**config.mk**
```make
export PLATFORM = sky130hd
export DESIGN_NAME = ppc_front_flat
export DESIGN_NICKNAME = d
export VERILOG_FILES = /design/src/sv/ppc_pkg.sv /design/src/sv/ppc_if.sv /design/src/sv/ppc_fifo.sv /design/src/sv/ppc_front.sv /design/src/flat_wrapper.sv
export SDC_FILE = /design/constraint.sdc
export NUM_CORES = 1
export LEC_CHECK = 0
export CORE_ASPECT_RATIO = 1.2
export CORE_MARGIN = 4
export CORE_UTILIZATION = 45
export CTS_BUF_LIST = sky130_fd_sc_hd__clkbuf_16
export CTS_CLUSTER_DIAMETER = 200
export CTS_CLUSTER_SIZE = 16
export DETAILED_ROUTE_END_ITERATION = 7
export DONT_BUFFER_PORTS = 1
export PLACE_DENSITY = 0.7
export SLEW_MARGIN = 20
export SYNTH_ARGS = -nofsm -noshare
export SYNTH_HDL_FRONTEND = slang
export SYNTH_SLANG_ARGS = --single-unit
```
**constraint.sdc**
```tcl
create_clock -name clk -period 5.4 [get_ports clk]
set_clock_uncertainty 0.2 [all_clocks]
set_input_delay 0.54 -clock clk [delete_from_list [all_inputs] [get_ports clk]]
set_output_delay 0.54 -clock clk [all_outputs]
set_load 0.01 [all_outputs]
```
**src/sv/ppc_pkg.sv**
```systemverilog
// Shared types, constants and codes for the perspective project and clip block.
// No dependencies; every other file but ppc_if refers to this package by scoped names.
package ppc_pkg;

  localparam int FRAC_BITS_DEF = 16;
  localparam int CW = 64;           // width of a transformed component
  localparam int PW = 96;           // width of the scaled dividend
  localparam int QW = 32;           // quotient bits produced by the divider
  localparam int DIV_STAGES = QW + 1;
  localparam int QUEUE_DEPTH = 4;

  localparam logic [30:0] HALF_W_RST = 31'd41943040;
  localparam logic [30:0] HALF_H_RST = 31'd23592960;

  typedef enum logic [1:0] {
    OP_LOAD = 2'd0,
    OP_NEAR = 2'd1,
    OP_WPOS = 2'd2,
    OP_NONE = 2'd3
  } op_t;

  typedef enum logic {
    CFG_HALF_W = 1'b0,
    CFG_HALF_H = 1'b1
  } cfg_idx_t;

  // One queued item: either a matrix load or a projection.
  typedef struct packed {
    logic        is_load;
    logic        near_mode;
    logic [3:0]  index;
    logic [31:0] value;
    logic [31:0] px;
    logic [31:0] py;
    logic [31:0] pz;
  } item_t;

  typedef struct packed {
    logic [30:0] half_w;
    logic [30:0] half_h;
  } viewport_t;

endpackage

```
**src/sv/ppc_if.sv**
```systemverilog
// Handshake channel interfaces for the perspective project and clip block.
// Depends on nothing but the types of plain logic vectors.
interface ppc_in_if;
  logic        valid;
  logic        ready;
  logic [1:0]  opcode;
  logic [3:0]  entry_index;
  logic signed [31:0] entry_value;
  logic signed [31:0] point_x;
  logic signed [31:0] point_y;
  logic signed [31:0] point_z;
  modport source (output valid, opcode, entry_index, entry_value, point_x, point_y, point_z,
                  input ready);
  modport sink (input valid, opcode, entry_index, entry_value, point_x, point_y, point_z,
                output ready);
endinterface


```
**src/sv/ppc_fifo.sv**
```systemverilog
// Small first-in first-out queue of items between front and back.
// Depends on ppc_pkg for the item type and depth.
module ppc_fifo (
  input  logic           clk,
  input  logic           rst,
  input  logic           push,
  input  ppc_pkg::item_t push_item,
  output logic           full,
  input  logic           pop,
  output logic           not_empty,
  output ppc_pkg::item_t head
);
  localparam int AW = $clog2(ppc_pkg::QUEUE_DEPTH);

  ppc_pkg::item_t entries [ppc_pkg::QUEUE_DEPTH];
  logic [AW-1:0] wr_ptr;
  logic [AW-1:0] rd_ptr;
  logic [AW:0]   count;

  assign full      = (count == (AW+1)'(ppc_pkg::QUEUE_DEPTH));
  assign not_empty = (count != '0);
  assign head      = entries[rd_ptr];

  always_ff @(posedge clk) begin
    if (push) begin
      entries[wr_ptr] <= push_item;
    end
  end

  always_ff @(posedge clk) begin
    if (rst) begin
      wr_ptr <= '0;
      rd_ptr <= '0;
      count  <= '0;
    end else begin
      if (push) wr_ptr <= wr_ptr + 1'b1;
      if (pop)  rd_ptr <= rd_ptr + 1'b1;
      count <= count + (AW+1)'(push) - (AW+1)'(pop);
    end
  end

  a_no_overflow: assert property (@(posedge clk) disable iff (rst) full |-> !push)
    else $error("queue written while full");
  a_no_underflow: assert property (@(posedge clk) disable iff (rst) pop |-> not_empty)
    else $error("queue read while empty");

endmodule

```
**src/sv/ppc_front.sv**
```systemverilog
// Front end: accepts items, drops unused opcodes and queues the rest.
// Depends on ppc_pkg, ppc_if and ppc_fifo.
module ppc_front (
  input  logic           clk,
  input  logic           rst,
  ppc_in_if.sink         req,
  input  logic           pop,
  output logic           not_empty,
  output ppc_pkg::item_t head
);
  ppc_pkg::item_t item;
  ppc_pkg::op_t   op;
  logic           full;
  logic           push;

  assign op        = ppc_pkg::op_t'(req.opcode);
  assign req.ready = !full;
  assign push      = req.valid && !full && (op != ppc_pkg::OP_NONE);

  always_comb begin
    item.is_load   = (op == ppc_pkg::OP_LOAD);
    item.near_mode = (op == ppc_pkg::OP_NEAR);
    item.index     = req.entry_index;
    item.value     = req.entry_value;
    item.px        = req.point_x;
    item.py        = req.point_y;
    item.pz        = req.point_z;
  end

  ppc_fifo u_fifo (
    .clk       (clk),
    .rst       (rst),
    .push      (push),
    .push_item (item),
    .full      (full),
    .pop       (pop),
    .not_empty (not_empty),
    .head      (head)
  );

endmodule

```
**src/flat_wrapper.sv**
```systemverilog
// flat-port wrapper written by rule: the top's interface ports become plain ports
module ppc_front_flat 
  (clk, rst, pop, not_empty, head, req_valid, req_opcode, req_entry_index, req_entry_value, req_point_x, req_point_y, req_point_z, req_ready);
  ppc_in_if req_i ();
  input  logic clk;
  input  logic rst;
  input  logic pop;
  output logic not_empty;
  output ppc_pkg::item_t head;
  input wire logic [$bits(req_i.valid)-1:0] req_valid;
  input wire logic [$bits(req_i.opcode)-1:0] req_opcode;
  input wire logic [$bits(req_i.entry_index)-1:0] req_entry_index;
  input wire logic [$bits(req_i.entry_value)-1:0] req_entry_value;
  input wire logic [$bits(req_i.point_x)-1:0] req_point_x;
  input wire logic [$bits(req_i.point_y)-1:0] req_point_y;
  input wire logic [$bits(req_i.point_z)-1:0] req_point_z;
  output wire logic [$bits(req_i.ready)-1:0] req_ready;
  assign req_i.valid = req_valid;
  assign req_i.opcode = req_opcode;
  assign req_i.entry_index = req_entry_index;
  assign req_i.entry_value = req_entry_value;
  assign req_i.point_x = req_point_x;
  assign req_i.point_y = req_point_y;
  assign req_i.point_z = req_point_z;
  assign req_ready = req_i.ready;
  ppc_front u_core (.clk(clk), .rst(rst), .req(req_i), .pop(pop), .not_empty(not_empty), .head(head));
endmodule
```
=== Yosys cells after proc, flatten, opt, wreduce, memory -nomap -nowiden ===
Memories as Yosys holds them, arrays and structs flattened. A register that Yosys moved wholly into a read port is not among the register bits.
Index checks and enable logic that the tools add are counted.

* Register bits after elaboration: 7
* Bits in writable memories: 536
* Input bits: 138
* Output and inout bits: 136
* Word-level logic and storage cells: 20
* Memories kept: 1

{| class="wikitable"
|+ Memory list
! name !! depth !! width !! read ports !! clocked after memory_dff !! wr ports !! line !! RTL
|-
| u_core.u_fifo.entries || 4 || 134 || 1 || 1 || 1 || ppc_fifo.sv:15 || <nowiki>ppc_pkg::item_t entries [ppc_pkg::QUEUE_DEPTH];</nowiki>
|}

* $add $sub $neg: 4
* Equality and inequality tests: 3
* Multiplexer cells: 4
* Reduce and logical (&&, ||, !) cells: 5

{| class="wikitable"
|+ Operators by type and width
! operator !! count
|-
| adder 2 x 1 -> 2 bit (second input constant) || 2
|-
| two-way mux 2 bit || 2
|-
| adder 3 x 1 -> 3 bit || 1
|-
| == test 3 bit (second input constant) || 1
|-
| nonzero test 3 bit || 1
|-
| subtractor 3 x 1 -> 3 bit || 1
|-
| == test 2 x 1 -> 1 bit (second input constant) || 1
|-
| logical AND 1 bit || 2
|-
| logical NOT 2 bit || 1
|-
| two-way mux 1 bit || 2
|-
| != test 2 bit (second input constant) || 1
|-
| logical NOT 1 bit || 1
|}

=== Depth between registers and ports, before layout ===
Gate-level depths: netlist (run 1).

* Word-level depth: 6
* Gate-level depth with buffers: 11
* Depth with buffers taken out: 11

=== Modules after synthesis ===
A second synthesis (run 1) with hierarchy kept.

* Cells, all modules: 747
* Area total of the unflattened synthesis: 19771.5 um^2

{| class="wikitable"
|+ By module, submodules not included
! module !! times used !! cells an instance !! area an instance (um^2) !! sequential area each (um^2)
|-
| ppc_fifo || 1 || 742 || 19745.2 || 16275.6
|-
| ppc_front || 1 || 5 || 26.3 || 0.0
|}

=== Worst setup path after synthesis (run 1) ===
Ideal clock, no wire load.

* Kind: input to register
* From: input port req_opcode[1]
* To: memory u_core.u_fifo.entries[2][0] (netlist name), enable pin
* Data arrival time: 4035 ps
* Data required time: 4691 ps
* Path slack: 656 ps
* Cell stages on the path: 2
* Buffers on the path: 0
* Cells stage by stage: a221oi_4 > and2_1

* Longest elaborated chain between the ends: 4

{| class="wikitable"
|+ RTL lines
! element !! line !! RTL
|-
| start: declaration || flat_wrapper.sv:11 || <nowiki>input wire logic [$bits(req_i.opcode)-1:0] req_opcode;</nowiki>
|-
| != test 2 bit || ppc_front.sv:18 || <nowiki>assign push = req.valid && !full && (op != ppc_pkg::OP_NONE);</nowiki>
|-
| logical AND 1 bit || ppc_front.sv:18 ||
|-
| two-way mux 1 bit || ppc_fifo.sv:25 || <nowiki>if (push) begin</nowiki>
|-
| two-way mux 1 bit (implied by the code) || ppc_fifo.sv:26 || <nowiki>entries[wr_ptr] <= push_item;</nowiki>
|-
| end: declaration || ppc_fifo.sv:15 ||
|}

No other way between the ends.

==> reports/metrics.cfg, run 1 <==
[global_routing]
grt_max_degree = 135
grt.overflow.total = 0
grt_use_total_pct = 15.1
grt_pass1_wl_um = 54200
grt_pass1_vias = 8584
antenna_found_initial = 3

[critical_path]
start_kind = flip-flop
crit_required_ns = 4.66
end_kind = output port
r2r_start = u_core.u_fifo.count[1]$_SDFF_PP0_
cp_max_fo = 53
worstSetupPathType = reg -> out
cp_data_arrival_time_ns = 2.59
reg2reg_to = u_core.u_fifo.entries[3][31]$_DFFE_PP_
r2r_cells = 4
endpoint = head[103]
r2r_slack_ns = 2.64

[clock_tree]
cts.path.max_buffers = 3
clock-sinks = 545
ctsRootBufferMaster = clkbuf_16
cts_inserted_buffers = 40
clock_latency_ns = 0.55
cts_tree = done
clkTransAtPathRegs_ns = 0.07
htree_levels = 2

[timing]
hold_ws_ns = 0.0507
final_hold_viol_count = 0
post-route-period-util_pct = 61.7
clock.fmax_ghz = 0.300
finalSetupTns_ns = 0
setup_viol = 0
worstMarginPinSlew_ns = 0.940
rsz0062_at_grt = false
relSlewSlack_pct = 37.4
slew_violations = 0
period_needed_ns = 3.33

[place]
dp_hpwl_um = 20600
port_buffers = 0
placedCellCount = 1283
place.gp.congestion = 0.733

[yosys]
synthTopCellsByArea = edfxtp_1 81%, mux4_2 15%, dfxtp_1 0.91%, buf_6 0.46%, buf_2 0.38%
synth_commonest_cells = 536 x edfxtp_1, 134 x mux4_2, 15 x buf_2, 9 x dfxtp_1, 9 x nor2_1
synth_most_common_cell = edfxtp_1
synthCells = 751
synth_area_um2 = 19800
syn-num-nets = 896
synth-edff-count = 536
ys_warn_count = 0
ys_ff_latch = 545
yosysUniqueCellTypes = 21
synth_top_area_share_pct = 81.3
syn_area_per_cell_um2 = 26.4
synthArstFlopShare_pct = 0
synth_area_leader_cell = edfxtp_1
ys_seq_area_share_pct = 82.2
synth_ff_type = edfxtp_1

[cells_and_area]
area_growth_pct = 15.9
final_cells = 1478
final_nets = 1054
final_core_utilization_pct = 53.2
drive_above_1_share_pct = 21.1

[routing]
first_pass_iters = 4
vias_per_cell = 5.44
drtIter0Drc = 543
avgRoutedWirePerCell_um = 24.3
antenna_left = 0
via_count = 8034
drc = 0
wl_um = 35900

[floorplan]
core_um2 = 43100
die_h_um = 238
ios = 274
rows = 83
die_area_um2 = 47400
die_w_um = 199
start_util_pct = 45.9

[run_status]
status = completed

[pwr]
power.density_nw_per_um2 = 381
leakagePower_nw = 7.09
ir_drop_v = 0.000332

[worst_hold_path]
hp-class = in -> reg

[job]
max_cap_viol_count = 0

state kept, by name, summed over array words and instances, names as in the netlist, named ones only:
name	count
u_core.u_fifo.entries	536
u_core.u_fifo.rd_ptr	2
u_core.u_fifo.count	3
u_core.u_fifo.wr_ptr	2
routing by layer:
layer | vias to the layer above | routed length [µm] | track usage (%) | part of all wire (%)
li1 | 3516 | - | - | -
met1 | 4218 | 13400 | 18.8 | 37
met2 | 246 | 18700 | 25.5 | 52
met3 | 52 | 2990 | 5.40 | 8.3
met4 | 2 | 793 | 3.93 | 2.2
met5 | - | 12 | 0 | 0.033
where the power goes:
part	switching [mW]	internal, mW
Clock	1.28	1.36
Combinational	0.597	0.410
Sequential	0.0860	4.99
Total	1.96	6.76
kinds of logic after synthesis:
logic type	after synthesis	share of synthesized area (%)
compound gates	1	0.133
xor+xnor	3	0.133
fa+ha+maj	7	0.481
buf+inv	37	1.10
flops	545	82.2
mux	136	15.4
simple gates	22	0.550
critical path, cell delays in order (launching register included):
cell and delay [ns]:
dfxtp_4 0.85, buf_12 0.42, mux4_2 0.63
through the flow:
stage                     power, mW  cell area [µm²]  setup slack [ns]
final                          8.73            22900              2.07
after global routing           9.10            22900              1.82
after global placement         6.08            20500              2.57
after floorplan                5.87            19800             0.656
after CTS                      8.87            22900              1.95
after detailed placement       6.10            20500              2.54
what timing repair did:
item                       CTS  global route
setup endpoints to repair    0             0
hold endpoints to repair   537             0
resized for setup            0             0
buffers inserted             0             0
hold buffers               136             0
how the worst min path moves through the flow:
stage | start | to | slack, ns | depth (start not counted)
floorplan | u_core.u_fifo.wr_ptr[1]$_SDFFE_PP0P_ | u_core.u_fifo.wr_ptr[1]$_SDFFE_PP0P_ | 0.28 | 2
global placement | u_core.u_fifo.wr_ptr[1]$_SDFFE_PP0P_ | u_core.u_fifo.wr_ptr[1]$_SDFFE_PP0P_ | 0.30 | 2
detailed placement | u_core.u_fifo.wr_ptr[1]$_SDFFE_PP0P_ | u_core.u_fifo.wr_ptr[1]$_SDFFE_PP0P_ | 0.32 | 2
CTS | req_opcode[1] | u_core.u_fifo.entries[2][132]$_DFFE_PP_ | 0.007 | 1
global route | req_opcode[1] | u_core.u_fifo.entries[2][132]$_DFFE_PP_ | 0.02 | 1
finish | req_opcode[1] | u_core.u_fifo.entries[0][132]$_DFFE_PP_ | 0.05 | 1
cell usage in the layout, fill, tap and decap left out, drive strengths merged, types with 2 or more instances in the layout:
cell,count
and2,5
nand2b,2
dlygate4sd3,136
clkbuf,41
edfxtp,536
mux4,134
buf,11
nand2,2
diode,2
nor2,9
dfxtp,9
xor2,2
inv,22
ha,6
nor2b,2
layout make-up:
type / instances / area [µm²]
antenna: 2 / 5.00
clock buffer: 41 / 1030
clock inverter: 16 / 72.6
fill: 3152 / 20200
inverter: 6 / 22.5
multi-input combinational: 169 / 3310
sequential: 545 / 16300
tap: 552 / 691
timing repair buffer: 147 / 1530
No activity file was read; power rests on OpenSTA's default activity.
==> run 2, diff against run 1 <==
Settings changed: ABC_AREA set to 1.
Clock period 5.4 ns to 3.46 ns, I/O delays scaled along.
==> reports/metrics.cfg, run 2 <==
[routing]
first_pass_iters = 5
antenna_left = 0
via_count = 11524
drtIter0Drc = 726
wl_um = 43500
drc = 0
vias_per_cell = 5.51
avgRoutedWirePerCell_um = 20.8

[timing]
period_needed_ns = 3.09
setup_viol = 0
finalWorstSetupSlack_ns = 0.372
final_hold_viol_count = 0
slew_violations = 0
finalSetupTns_ns = 0
post-route-period-util_pct = 89.2
worstMarginPinSlew_ns = 0.660
relSlewSlack_pct = 56.0
rsz0062_at_grt = false
clock.fmax_ghz = 0.324
hold_ws_ns = 0.0870

[clock_tree]
clock_latency_ns = 0.55
ctsRootBufferMaster = clkbuf_16
clkTransAtPathRegs_ns = 0.07
htree_levels = 2
cts_tree = done
cts_resized = 0
cts_inserted_buffers = 40
clock-sinks = 545
cts.path.max_buffers = 3

[worst_hold_path]
hp-class = in -> reg
hold_end = u_core.u_fifo.count[0]$_SDFF_PP0_
hold_path.startpoint = pop
holdPathStages = 5

[pwr]
fin_total_pwr_mw = 13.7
power.density_nw_per_um2 = 584
leakagePower_nw = 7.50
ir_drop_v = 0.000554

[critical_path]
r2r_start = u_core.u_fifo.count[1]$_SDFF_PP0_
crit_required_ns = 2.91
cp_max_fo = 138
cp_data_arrival_time_ns = 2.54
end_kind = output port
r2r_cells = 10
start_kind = flip-flop
reg2reg_to = u_core.u_fifo.count[1]$_SDFF_PP0_
r2r_slack_ns = 0.68
worstSetupPathType = reg -> out

[yosys]
synth_commonest_cells = 536 x edfxtp_1, 282 x nor2_1, 212 x o21ai_0, 134 x o22ai_1, 58 x o21ai_1
synth_most_common_cell = edfxtp_1
synth_ff_type = edfxtp_1
ys_seq_area_share_pct = 79.9
synth_area_um2 = 20400
synthCells = 1359
synth_top_area_share_pct = 79.0
synth_area_leader_cell = edfxtp_1
ys_ff_latch = 545
ys_warn_count = 0
syn-num-nets = 1504
synthTopCellsByArea = edfxtp_1 79%, o21ai_0 5.2%, nor2_1 5.2%, o22ai_1 4.1%, buf_6 1.5%
syn_area_per_cell_um2 = 15.0
synth-edff-count = 536
synthArstFlopShare_pct = 0
yosysUniqueCellTypes = 21

[global_routing]
grt_use_total_pct = 17.2
grt.overflow.total = 0
grt_pass1_wl_um = 66100
antenna_found_initial = 1
grt_max_degree = 269
grt_pass1_vias = 11814

[cells_and_area]
final_area_um2 = 23400
final_nets = 1618
regMostFlops = u_core.u_fifo.entries
mostFrequentLayoutCells = 536 x edfxtp_1, 278 x nor2_1, 212 x o21ai_0
area_growth_pct = 14.9
final_common_cell = edfxtp_1
drive_above_1_share_pct = 5.26
reg_top3 = u_core.u_fifo.entries (536), u_core.u_fifo.count (3)
largest_reg_flops = 536

[floorplan]
die_w_um = 202
die_h_um = 241
start_util_pct = 45.5
core_um2 = 44800
ios = 274
rows = 85
die_area_um2 = 48800

[place]
port_buffers = 0
placed_cell_area_um2 = 20900
dp_hpwl_um = 23900
place.gp.congestion = 0.728
preCtsSetupSlack_ns = 0.997

[job]
max_cap_viol_count = 0

[run_status]
status = completed

-- run 2: cell type report --
type | count | area [µm²]
fill | 3558 | 21400
sequential | 545 | 16300
multi-input combinational | 710 | 3460
timing repair buffer | 160 | 1730
clock buffer | 41 | 1030
tap | 609 | 762
inverter | 16 | 72.6
clock inverter | 11 | 63.8
antenna | 1 | 2.50
-- run 2: where the power goes --
group	switching, mW	leakage, nW	internal (mW)
Clock	2.04	0.564	2.13
Sequential	0.115	4.96	7.80
Combinational	1.14	1.97	0.434
Total	3.29	7.50	10.4
-- run 2: timing repair --
item / 4_1_cts / 5_1_grt
hold buffers: 139 / 0
buffers inserted: 0 / 0
endpoints found under the hold margin: 545 / 0
-- run 2: how the worst max path moves through the flow --
stage                         start                               endpoint  slack, ns
after global routing      flip-flop                               head[96]       0.16
after global placement    flip-flop                               head[16]       1.05
final                     flip-flop                               head[16]       0.37
after detailed placement  flip-flop                                head[4]        1.0
after floorplan           req_valid  u_core.u_fifo.entries[0][0]$_DFFE_PP_       0.06
after CTS                 flip-flop                                head[4]       0.37
-- run 2: critical path: stages (launching register included) --
cell and delay [ns]:
dfxtp_4 0.39, buf_12 0.36, buf_16 0.42, o21ai_0 0.18
o22ai_1 0.44
-- run 2: metal layers --
metal	up-vias	wire [µm]	GRT usage (%)	part of all wire [%]
li1	5335	-	-	-
met1	5762	16500	19.9	38
met2	360	22800	31.2	52
met3	65	3280	5.16	7.5
met4	2	891	4.88	2.0
met5	-	41	0.579	0.094
-- run 2: logic make-up after synthesis --
logic type	after synthesis	synth area share (%)
adder cells (fa/ha/maj)	7	0.467
buffers and inverters	104	3.30
AND/OR/NAND/NOR	294	5.46
AO/OA/AOI/OAI	409	10.9
flip-flops	545	79.9
-- run 2: through the flow --
| step | instances | util [%] |
|---|---|---|
| detailed placement | 1900 | 46.7 |
| CTS | 2091 | 52.2 |
| finish | 2093 | 52.3 |
| floorplan | 1359 | - |
| global route | 2092 | 52.3 |
| global placement | 1900 | 46.7 |
==> run 3, diff against run 2 <==
Settings changed: ABC_AREA 1 to not set.
==> reports/metrics.cfg, run 3 (same netlist as run 1, synthesis figures left out) <==
[run_status]
status = completed

[critical_path]
crit_family = multiplexers
start_kind = flip-flop
r2r_start = u_core.u_fifo.count[1]$_SDFF_PP0_
cp_num_buf_inv = 2
cp_max_fo = 19
slowest_stage = mux4_2
crit_required_ns = 2.91
cpMostUsedCell = buf_12
cp_data_arrival_time_ns = 2.18
end_kind = output port
cp_slowest_stage_delay_ns = 0.58
worstSetupPathType = reg -> out
crit_chain = buf_12 > buf_12 > mux4_2

[timing]
final_hold_viol_count = 0
post-route-period-util_pct = 78.7
relSlewSlack_pct = 61.4
finalWorstSetupSlack_ns = 0.737
period_needed_ns = 2.72
rsz0062_at_grt = false
worstMarginPinSlew_ns = 0.579
hold_ws_ns = 0.112
clock.fmax_ghz = 0.367
finalSetupTns_ns = 0
slew_violations = 0
setup_viol = 0

[routing]
wl_met2_um = 19300
avgRoutedWirePerCell_um = 25.0
drc = 0
wl_met3_um = 3000
via_count = 8193
wl_met1_um = 13900
antenna_left = 0
drtIter0Drc = 376
first_pass_iters = 5
vias_per_cell = 5.49
top_layer_used = met5
wl_um = 37300

[global_routing]
grt.overflow.total = 0
grt_use_total_pct = 15.6
antenna_found_initial = 3
grt_pass1_vias = 8831
grt_pass1_wl_um = 55800
grt_max_degree = 78

[cells_and_area]
final_cells = 1492
final_common_cell = edfxtp_1
regMostFlops = u_core.u_fifo.entries
area_growth_pct = 17.2
mostFrequentLayoutCells = 536 x edfxtp_1, 138 x dlygate4sd3_1, 134 x mux4_2
largest_reg_flops = 536
reg_top3 = u_core.u_fifo.entries (536), u_core.u_fifo.count (3)
drive_above_1_share_pct = 22.3
fillers = 3125
final_core_utilization_pct = 53.8
final_nets = 1070

[clock_tree]
clock-sinks = 545
cts_tree = done
htree_levels = 2
clkTransAtPathRegs_ns = 0.07
cts.path.max_buffers = 3
clock_latency_ns = 0.54
ctsRootBufferMaster = clkbuf_16
cts_inserted_buffers = 40

[floorplan]
ios = 274
start_util_pct = 45.9
die_h_um = 238
die_area_um2 = 47400
die_w_um = 199
core_um2 = 43100
rows = 83

[place]
preCtsSetupSlack_ns = 0.779
port_buffers = 0
place.gp.congestion = 0.697
dp_hpwl_um = 22700
placedCellCount = 1297

[pwr]
ir_drop_v = 0.000387
leakagePower_nw = 7.20
power.density_nw_per_um2 = 593

[worst_hold_path]
hold_path.startpoint = req_opcode[1]
hp-class = in -> reg

[job]
max_cap_viol_count = 0

[run 3: cell type report]
| cell class | instances | area [µm²] | area share, % |
|---|---|---|---|
| antenna | 1 | 2.50 | 0.0108 |
| clock buffer | 41 | 1030 | 4.42 |
| clock inverter | 15 | 68.8 | 0.297 |
| inverter | 6 | 22.5 | 0.0971 |
| multi-input combinational | 169 | 3310 | 14.3 |
| sequential | 545 | 16300 | 70.2 |
| tap | 552 | 691 | 2.98 |
| timing repair buffer | 163 | 1790 | 7.74 |
[run 3: worst paths after layout]
path,to,slack [ns],cells past startpoint
worst min-delay path,u_core.u_fifo.entries[1][47]$_DFFE_PP_,0.11,2
worst min register to register,u_core.u_fifo.wr_ptr[1]$_SDFFE_PP0P_,0.33,2
worst max-delay path,head[90],0.74,3
worst max register to register,u_core.u_fifo.count[2]$_SDFF_PP0_,0.82,11
[run 3: stage by stage]
| stage | instance area (µm²) | power (mW) |
|---|---|---|
| final | 23200 | 13.8 |
| after global routing | 23200 | 14.3 |
| after CTS | 23200 | 14.0 |
| after detailed placement | 20700 | 9.60 |
| after global placement | 20700 | 9.56 |
| after floorplan | 19800 | 9.12 |
[run 3: report_power, final]
| group | switching, mW | internal [mW] | leakage (nW) |
|---|---|---|---|
| registers | 0.124 | 7.79 | 4.96 |
| clock network | 2.05 | 2.13 | 0.587 |
| logic | 0.976 | 0.703 | 1.65 |
[run 3: metal layers]
metal / track usage, % / up-vias
li1: - / 3551
met1: 19.2 / 4338
met2: 25.9 / 240
met3: 5.68 / 60
met4: 4.86 / 4
met5: 0 / -
[run 3: repair_timing]
| action | CTS | global route |
|---|---|---|
| gates resized for setup | 0 | 0 |
| buffers inserted | 0 | 0 |
| hold buffers | 138 | 0 |
| hold endpoints to repair | 545 | 0 |
